**src/rtl/blr_pkg.sv**
```systemverilog
// shared types and constants for the line rasterizer
// no dependencies
package blr_pkg;

  localparam int COORD_BITS  = 10;
  localparam int ERR_BITS    = COORD_BITS + 3;
  localparam int COLOR_BITS  = 16;
  localparam int SCREEN_BITS = 11;
  localparam int CFG_IDX_BITS = 1;

  localparam int IN_DATA_BITS  = ((4 * COORD_BITS + COLOR_BITS + 7) / 8) * 8;
  localparam int OUT_DATA_BITS = ((2 * COORD_BITS + COLOR_BITS + 7) / 8) * 8;

  localparam logic [CFG_IDX_BITS-1:0] CFG_SCREEN_WIDTH  = 1'b0;
  localparam logic [CFG_IDX_BITS-1:0] CFG_SCREEN_HEIGHT = 1'b1;

  localparam logic [SCREEN_BITS-1:0] SCREEN_WIDTH_RST  = SCREEN_BITS'(240);
  localparam logic [SCREEN_BITS-1:0] SCREEN_HEIGHT_RST = SCREEN_BITS'(320);

  localparam logic MODE_START   = 1'b0;
  localparam logic MODE_ADVANCE = 1'b1;

  typedef logic [COORD_BITS-1:0]      coord_t;
  typedef logic [COLOR_BITS-1:0]      color_t;
  typedef logic [SCREEN_BITS-1:0]     screen_t;
  typedef logic signed [ERR_BITS-1:0] err_t;

  typedef struct packed {
    logic   mode;
    coord_t start_x;
    coord_t start_y;
    coord_t end_x;
    coord_t end_y;
    color_t line_color;
  } item_t;

  typedef struct packed {
    coord_t pixel_x;
    coord_t pixel_y;
    color_t pixel_color;
    logic   on_screen;
    logic   last_pixel;
  } pix_t;

endpackage

```
**src/rtl/blr_in_stage.sv**
```systemverilog
// input register of the line rasterizer
// depends on blr_pkg
module blr_in_stage (
  input  logic          clk,
  input  logic          rst_n,
  input  logic          in_tvalid,
  output logic          in_tready,
  input  blr_pkg::item_t in_item,
  input  logic          take,
  output logic          item_valid,
  output blr_pkg::item_t item
);

  logic           valid_r, valid_nxt;
  blr_pkg::item_t item_r;

  assign in_tready = !valid_r || take;

  always_comb begin
    valid_nxt = valid_r;
    if (in_tvalid && in_tready) begin
      valid_nxt = 1'b1;
    end else if (take) begin
      valid_nxt = 1'b0;
    end
  end

  always_ff @(posedge clk) begin
    if (!rst_n) begin
      valid_r <= 1'b0;
    end else begin
      valid_r <= valid_nxt;
    end
  end

  always_ff @(posedge clk) begin
    if (in_tvalid && in_tready) begin
      item_r <= in_item;
    end
  end

  assign item_valid = valid_r;
  assign item       = item_r;

endmodule

```
**src/rtl/blr_core.sv**
```systemverilog
// line state, bresenham step and screen registers
// depends on blr_pkg
module blr_core (
  input  logic                                 clk,
  input  logic                                 rst_n,
  input  logic                                 cfg_wr_en,
  input  logic [blr_pkg::CFG_IDX_BITS-1:0]     cfg_index,
  input  logic [blr_pkg::SCREEN_BITS-1:0]      cfg_data,
  input  logic                                 fire,
  input  blr_pkg::item_t                       item,
  output logic                                 res_valid,
  output blr_pkg::pix_t                        res
);

  localparam int CB = blr_pkg::COORD_BITS;

  logic             active_r, active_nxt;
  blr_pkg::coord_t  cur_x_r, cur_x_nxt, cur_y_r, cur_y_nxt;
  blr_pkg::coord_t  tgt_x_r, tgt_x_nxt, tgt_y_r, tgt_y_nxt;
  blr_pkg::coord_t  adx_r, adx_nxt, ady_r, ady_nxt;
  logic             xdown_r, xdown_nxt, ydown_r, ydown_nxt;
  blr_pkg::err_t    err_r, err_nxt;
  blr_pkg::color_t  color_r, color_nxt;
  blr_pkg::screen_t width_r, height_r;

  blr_pkg::coord_t  s_adx, s_ady, step_x, step_y;
  logic             s_xback, s_yback, s_xmajor, x_major, last;
  blr_pkg::err_t    two_dx, two_dy, s_two_dx, s_two_dy, s_dx, s_dy;

  always_ff @(posedge clk) begin
    if (!rst_n) begin
      width_r  <= blr_pkg::SCREEN_WIDTH_RST;
      height_r <= blr_pkg::SCREEN_HEIGHT_RST;
    end else if (cfg_wr_en) begin
      case (cfg_index)
        blr_pkg::CFG_SCREEN_WIDTH:  width_r  <= cfg_data;
        blr_pkg::CFG_SCREEN_HEIGHT: height_r <= cfg_data;
        default: ;
      endcase
    end
  end

  // start item setup
  assign s_xback  = item.end_x < item.start_x;
  assign s_yback  = item.end_y < item.start_y;
  assign s_adx    = s_xback ? item.start_x - item.end_x : item.end_x - item.start_x;
  assign s_ady    = s_yback ? item.start_y - item.end_y : item.end_y - item.start_y;
  assign s_xmajor = s_adx > s_ady;
  assign s_two_dx = {2'b00, s_adx, 1'b0};
  assign s_two_dy = {2'b00, s_ady, 1'b0};
  assign s_dx     = {3'b000, s_adx};
  assign s_dy     = {3'b000, s_ady};

  // advance step
  assign x_major = adx_r > ady_r;
  assign last    = x_major ? (cur_x_r == tgt_x_r) : (cur_y_r == tgt_y_r);
  assign step_x  = xdown_r ? cur_x_r - CB'(1) : cur_x_r + CB'(1);
  assign step_y  = ydown_r ? cur_y_r - CB'(1) : cur_y_r + CB'(1);
  assign two_dx  = {2'b00, adx_r, 1'b0};
  assign two_dy  = {2'b00, ady_r, 1'b0};

  always_comb begin
    res.pixel_x     = cur_x_r;
    res.pixel_y     = cur_y_r;
    res.pixel_color = color_r;
    res.on_screen   = ({1'b0, cur_x_r} < width_r) && ({1'b0, cur_y_r} < height_r);
    res.last_pixel  = last;
  end

  always_comb begin
    active_nxt = active_r;
    cur_x_nxt  = cur_x_r;
    cur_y_nxt  = cur_y_r;
    tgt_x_nxt  = tgt_x_r;
    tgt_y_nxt  = tgt_y_r;
    adx_nxt    = adx_r;
    ady_nxt    = ady_r;
    xdown_nxt  = xdown_r;
    ydown_nxt  = ydown_r;
    err_nxt    = err_r;
    color_nxt  = color_r;
    res_valid  = 1'b0;
    if (fire) begin
      if (item.mode == blr_pkg::MODE_START) begin
        active_nxt = 1'b1;
        cur_x_nxt  = item.start_x;
        cur_y_nxt  = item.start_y;
        tgt_x_nxt  = item.end_x;
        tgt_y_nxt  = item.end_y;
        adx_nxt    = s_adx;
        ady_nxt    = s_ady;
        xdown_nxt  = s_xback;
        ydown_nxt  = s_yback;
        err_nxt    = s_xmajor ? s_two_dy - s_dx : s_two_dx - s_dy;
        color_nxt  = item.line_color;
      end else if (active_r) begin
        res_valid = 1'b1;
        if (last) begin
          active_nxt = 1'b0;
        end else if (x_major) begin
          cur_x_nxt = step_x;
          if (err_r > 0) begin
            cur_y_nxt = step_y;
            err_nxt   = err_r + two_dy - two_dx;
          end else begin
            err_nxt = err_r + two_dy;
          end
        end else begin
          cur_y_nxt = step_y;
          if (err_r > 0) begin
            cur_x_nxt = step_x;
            err_nxt   = err_r + two_dx - two_dy;
          end else begin
            err_nxt = err_r + two_dx;
          end
        end
      end
    end
  end

  always_ff @(posedge clk) begin
    if (!rst_n) begin
      active_r <= 1'b0;
      cur_x_r  <= '0;
      cur_y_r  <= '0;
      tgt_x_r  <= '0;
      tgt_y_r  <= '0;
      adx_r    <= '0;
      ady_r    <= '0;
      xdown_r  <= 1'b0;
      ydown_r  <= 1'b0;
      err_r    <= '0;
      color_r  <= '0;
    end else begin
      active_r <= active_nxt;
      cur_x_r  <= cur_x_nxt;
      cur_y_r  <= cur_y_nxt;
      tgt_x_r  <= tgt_x_nxt;
      tgt_y_r  <= tgt_y_nxt;
      adx_r    <= adx_nxt;
      ady_r    <= ady_nxt;
      xdown_r  <= xdown_nxt;
      ydown_r  <= ydown_nxt;
      err_r    <= err_nxt;
      color_r  <= color_nxt;
    end
  end

endmodule

```
**src/rtl/blr_out_stage.sv**
```systemverilog
// result register of the line rasterizer
// depends on blr_pkg
module blr_out_stage (
  input  logic          clk,
  input  logic          rst_n,
  input  logic          res_valid,
  input  blr_pkg::pix_t res,
  output logic          take,
  output logic          out_tvalid,
  input  logic          out_tready,
  output blr_pkg::pix_t out_pix
);

  logic          valid_r, valid_nxt;
  blr_pkg::pix_t pix_r;

  assign take = !valid_r || out_tready;

  always_comb begin
    valid_nxt = take ? res_valid : valid_r;
  end

  always_ff @(posedge clk) begin
    if (!rst_n) begin
      valid_r <= 1'b0;
    end else begin
      valid_r <= valid_nxt;
    end
  end

  always_ff @(posedge clk) begin
    if (take && res_valid) begin
      pix_r <= res;
    end
  end

  assign out_tvalid = valid_r;
  assign out_pix    = pix_r;

endmodule

```
**src/rtl/bresenham_line_rasterizer.sv**
```systemverilog
// bresenham line rasterizer top level
// path: an accepted advance beat is registered in blr_in_stage and its pixel in blr_out_stage
// throughput: one beat per cycle while out_tready does not stall the result stage, set by the step in blr_core
// reset: synchronous active low; line idle, screen 240 x 320, both stages empty
// depends on blr_pkg, blr_in_stage, blr_core, blr_out_stage
module bresenham_line_rasterizer (
  input  logic                                 clk,
  input  logic                                 rst_n,
  input  logic                                 cfg_wr_en,
  input  logic [blr_pkg::CFG_IDX_BITS-1:0]     cfg_index,
  input  logic [blr_pkg::SCREEN_BITS-1:0]      cfg_data,
  input  logic                                 in_tvalid,
  output logic                                 in_tready,
  // start_x, start_y, end_x, end_y, line_color
  input  logic [blr_pkg::IN_DATA_BITS-1:0]     in_tdata,
  // mode
  input  logic                                 in_tuser,
  output logic                                 out_tvalid,
  input  logic                                 out_tready,
  // pixel_x, pixel_y, pixel_color, zero fill
  output logic [blr_pkg::OUT_DATA_BITS-1:0]    out_tdata,
  // on_screen
  output logic                                 out_tuser,
  output logic                                 out_tlast
);

  localparam int CB = blr_pkg::COORD_BITS;
  localparam int KB = blr_pkg::COLOR_BITS;

  blr_pkg::item_t in_item, item;
  blr_pkg::pix_t  res, out_pix;
  logic           item_valid, take, res_valid;

  always_comb begin
    in_item.mode       = in_tuser;
    in_item.start_x    = in_tdata[CB-1:0];
    in_item.start_y    = in_tdata[2*CB-1:CB];
    in_item.end_x      = in_tdata[3*CB-1:2*CB];
    in_item.end_y      = in_tdata[4*CB-1:3*CB];
    in_item.line_color = in_tdata[4*CB+KB-1:4*CB];
  end

  blr_in_stage u_in (
    .clk        (clk),
    .rst_n      (rst_n),
    .in_tvalid  (in_tvalid),
    .in_tready  (in_tready),
    .in_item    (in_item),
    .take       (take),
    .item_valid (item_valid),
    .item       (item)
  );

  blr_core u_core (
    .clk       (clk),
    .rst_n     (rst_n),
    .cfg_wr_en (cfg_wr_en),
    .cfg_index (cfg_index),
    .cfg_data  (cfg_data),
    .fire      (item_valid && take),
    .item      (item),
    .res_valid (res_valid),
    .res       (res)
  );

  blr_out_stage u_out (
    .clk        (clk),
    .rst_n      (rst_n),
    .res_valid  (res_valid),
    .res        (res),
    .take       (take),
    .out_tvalid (out_tvalid),
    .out_tready (out_tready),
    .out_pix    (out_pix)
  );

  assign out_tdata = blr_pkg::OUT_DATA_BITS'({out_pix.pixel_color, out_pix.pixel_y,
                                              out_pix.pixel_x});
  assign out_tuser = out_pix.on_screen;
  assign out_tlast = out_pix.last_pixel;

endmodule

```
**config.mk**
```make
export PLATFORM = sky130hd
export DESIGN_NAME = bresenham_line_rasterizer
export DESIGN_NICKNAME = d
export VERILOG_FILES = /design/src/rtl/blr_pkg.sv /design/src/rtl/blr_in_stage.sv /design/src/rtl/blr_core.sv /design/src/rtl/blr_out_stage.sv /design/src/rtl/bresenham_line_rasterizer.sv
export SDC_FILE = /design/constraint.sdc
export NUM_CORES = 1
export LEC_CHECK = 0
export ABC_AREA = 1
export BUFFER_PORTS_ARGS = -buffer_cell sky130_fd_sc_hd__buf_2
export CORE_UTILIZATION = 55
export CTS_CLUSTER_SIZE = 30
export DETAILED_ROUTE_END_ITERATION = 8
export PLACE_DENSITY = 0.78
export SLEW_MARGIN = 25
export SYNTH_ARGS = -nofsm -noshare
export SYNTH_HDL_FRONTEND = slang
export SYNTH_SLANG_ARGS = --single-unit
```
**constraint.sdc**
```tcl
create_clock -name clk -period 9.7 [get_ports clk]
set_clock_uncertainty 0.1 [all_clocks]
set_input_delay 0.485 -clock clk [delete_from_list [all_inputs] [get_ports clk]]
set_output_delay 0.485 -clock clk [all_outputs]
set_load 0.01 [all_outputs]
```
==> results.sh <==
export IMPL_status="completed"
export IMPL_max_cap_violations=0
export IMPL_die_height_um=165
export IMPL_synth_seq_cells=211
export IMPL_synthTopCellsByArea="edfxtp_1 (20%), dfxtp_1 (16%), ha_1 (12%)"
export IMPL_cts_root_to_sink_buffers=3
export IMPL_postSynth_asyncResetShare_pct=0
export IMPL_antenna_found_initial=0
export IMPL_buffer_ports_inserted=113
export IMPL_worst_setup_path_type="reg2reg"
export IMPL_postSynth_topFlopCell="dfxtp_1"
export IMPL_antenna_diode_count=0
export IMPL_initial_core_util_pct=56.0
export IMPL_fin_crit_ns=4.49
export IMPL_io_pins=118
export IMPL_p_per_area_mw_per_mm2=188
export IMPL_htree_levels=1
export IMPL_worst_slew_pin_transition_ns=0.980
export IMPL_cts_hold_buffers=0
export IMPL_area_delta_synth_final_pct=10.6
export IMPL_synthCells=1934
export IMPL_grt_pass1_wl_um=64000
export IMPL_post_cts_resized_instances=0
export IMPL_highest_signal_layer="met4"
export IMPL_timing_rr_start="u_in.item[48]"
export IMPL_p_clk_share_pct=28.8
export IMPL_sequentialPowerShare_pct=33.7
export IMPL_syn_cell_area_mm2=0.0146
export IMPL_crit_start="u_in.item[48]"
export IMPL_nNetsFinal=2256
export IMPL_r2r_setup_slack_ns=5.21
export IMPL_synth_warning_count=0
export IMPL_routed_wl_um=41300
export IMPL_ys_types=52
export IMPL_min_delay_path_class="in2reg"
export IMPL_synth_largest_area_cell="edfxtp_1"
export IMPL_most_common_layout_cells="nand2_1 (400), inv_1 (296), a21oi_1 (174)"
export IMPL_global_route_usage_sum_pct=30.3
export IMPL_place_detailed_hpwl_um=31800
export IMPL_synth_enable_flop_cells=95
export IMPL_critical_path_reg2reg_endpoint="u_core.err_r[5]"
export IMPL_fmaxAchievable_ghz=0.223
export IMPL_p_leak_uw=0.00799
export IMPL_dr_wl_met2_um=18700
export IMPL_clock_insertion_delay_worst_skew_ns=0.51
export IMPL_internal_power_uw=1890
export IMPL_timing_hold_violations_final=0
export IMPL_most_common_cell_after_layout_fill_and_taps_aside="nand2_1"
export IMPL_slew_headroom_pct=34.3
export IMPL_cts_repair_timing_setup_buffer_count=0
export IMPL_dr_total_vias=13400
export IMPL_final_setup_tns_ns=0
export IMPL_final_cycle_utilization_of_the_critical_path_pct=46.2
export IMPL_floorplan_rows=59
export IMPL_wl_met1_um=18200
export IMPL_drc=0
export IMPL_final_max_slew_viol_count=0
export IMPL_worst_path_clk_slew_ns=0.06
export IMPL_grt_overflow_total=0
export IMPL_drt_wirelength_per_cell_um=17.3
export IMPL_worstPathArrival_ns=4.83
export IMPL_grt_max_degree=92
export IMPL_routed_wl_met3_um=3320
export IMPL_drt_pass1_iterations=6
export IMPL_cts_sinks=211
export IMPL_switch_share_pct=38.1
export IMPL_syn_avg_cell_area_um2=7.55
export IMPL_post_route_util_pct=62.0
export IMPL_gp_routability_congestion=1.01
export IMPL_timing_critical_path_required_ns=10.04
export IMPL_worst_path_max_fanout=18
export IMPL_first_iter_violations=1277
export IMPL_setup_worst_path_end_class="register"
export IMPL_post_synth_top_area_fraction_pct=19.5
export IMPL_final_setup_fails=0
export IMPL_cts_buffers_inserted=23
export IMPL_ir_drop_mv=0.186
export IMPL_design_die_area_mm2=0.0272
export IMPL_ctsRootBufferMaster="clkbuf_16"
export IMPL_synth_seq_area_share_pct=35.4
export IMPL_rsz_0062_raised_after_global_routing="no"
export IMPL_startpoint_type="register"
export IMPL_route_antenna_remaining_nets=0
export IMPL_worst_r2r_path_depth=24
export IMPL_netSwitchingPower_uw=1160
export IMPL_vias_per_cell=5.64
export IMPL_drive_above_1_share_pct=10.7
export IMPL_power_share_combinational_pct=37.5
export IMPL_die_w_um=165
export IMPL_first_global_vias=12300
export IMPL_cts_tree="done"
export IMPL_core_area_mm2=0.0261
export IMPL_endpoint="u_core.err_r[5]"
[cell type report]
class,instances,area [um^2]
multi-input combinational,1369,8050
clock inverter,12,140
sequential,211,5170
inverter,302,1130
tap,335,419
clock buffer,29,608
fill,2314,9900
timing repair buffer,122,633
[critical path, stage by stage (launching register included)]
cell and delay, ns:
edfxtp_1 0.49, ha_1 0.50, nand2_1 0.09, nor2_1 0.12, nand3_2 0.12, nand3_2 0.27
inv_1 0.11, o31ai_1 0.29, xor2_1 0.49, inv_1 0.19, ha_1 0.34, nand4_1 0.07
inv_1 0.08, nand3_1 0.08, inv_1 0.06, nand2_1 0.06, nor2_2 0.09, a21oi_2 0.06
nand2_2 0.09, nand2_4 0.14, inv_2 0.14, nand2_1 0.07, o21ai_1 0.15, nand2_1 0.08
a21oi_2 0.13
[per-layer routing]
metal	global-route usage [%]	up-vias
met5	0.568	-
met1	41.8	6159
met4	8.42	0
li1	-	6615
met3	4.17	76
met2	49.3	576
[cells in the mapped netlist (6+ instances only)]
cell,instances
nor2_2,7
xnor2_1,11
nand2_2,17
a21o_1,9
o2111ai_1,8
clkbuf_1,40
nand2_1,400
nand4_1,25
fa_1,10
edfxtp_1,95
xor2_1,49
o21ai_0,154
nor2_1,134
dfxtp_1,116
a21oi_1,174
o21bai_1,6
a31oi_1,10
nor3_1,13
or2_2,13
o211ai_1,14
ha_1,143
inv_1,297
a211oi_1,9
nand3_1,104
[power groups by stage]
stage          clock network (uW)  logic [uW]  registers [uW]
6_report                      875        1140            1030
3_5_place_dp                    0        1110            1040
2_1_floorplan                   0         848            1020
5_1_grt                       918        1280            1030
3_3_place_gp                    0        1100            1040
4_1_cts                       888        1120            1020
[worst min path at each step]
stage                     depth (start not counted)                from                end
after floorplan                                   0   u_core.color_r[8]  u_out.out_pix[10]
after CTS                                         1        in_tdata[15]      u_in.item[41]
after global routing                              1        in_tdata[15]      u_in.item[41]
after detailed placement                          0  u_core.color_r[12]  u_out.out_pix[14]
final                                             1         in_tdata[9]      u_in.item[55]
after global placement                            0   u_core.color_r[4]   u_out.out_pix[6]
[logic make-up (layout without fill, tap and decap cells)]
family / after synthesis / after routing / synth area share [%]
simple gates: 733 / 733 / 21.6
compound gates: 417 / 417 / 15.9
buf+inv: 357 / 465 / 9.62
flops: 211 / 211 / 35.4
fa+ha+maj: 153 / 153 / 13.6
xor+xnor: 60 / 60 / 3.60
mux: 2 / 2 / 0.137
other cells: 1 / 4 / 0.0257
[metrics by stage]
step / total power [uW] / cells / cell area, um^2 / setup WS [ns] / hold slack [ns]
finish: 3040 / 2380 / 16200 / 5.21 / 0.0455
global route: 3220 / 2380 / 16200 / 4.90 / 0.0367
CTS: 3030 / 2380 / 16200 / 5.24 / 0.0255
detailed placement: 2160 / 2339 / 15400 / 5.29 / 0.310
global placement: 2140 / 2339 / 15400 / 5.27 / 0.307
floorplan: 1870 / 1937 / 14600 / 5.55 / 0.303
[state kept, by name (all words and copies together), names as in the netlist]
register          count
u_core.tgt_x_r       10
u_core.height_r      11
u_core.cur_x_r       10
u_core.active_r       1
u_core.err_r         13
u_out.out_pix        38
u_in.item            57
u_out.out_tvalid      1
u_core.color_r       16
u_core.adx_r         10
u_core.ady_r         10
u_core.width_r       11
u_core.tgt_y_r       10
u_core.ydown_r        1
u_in.item_valid       1
u_core.cur_y_r       10
u_core.xdown_r        1
Note: power is estimated with default switching activity, not from simulation.
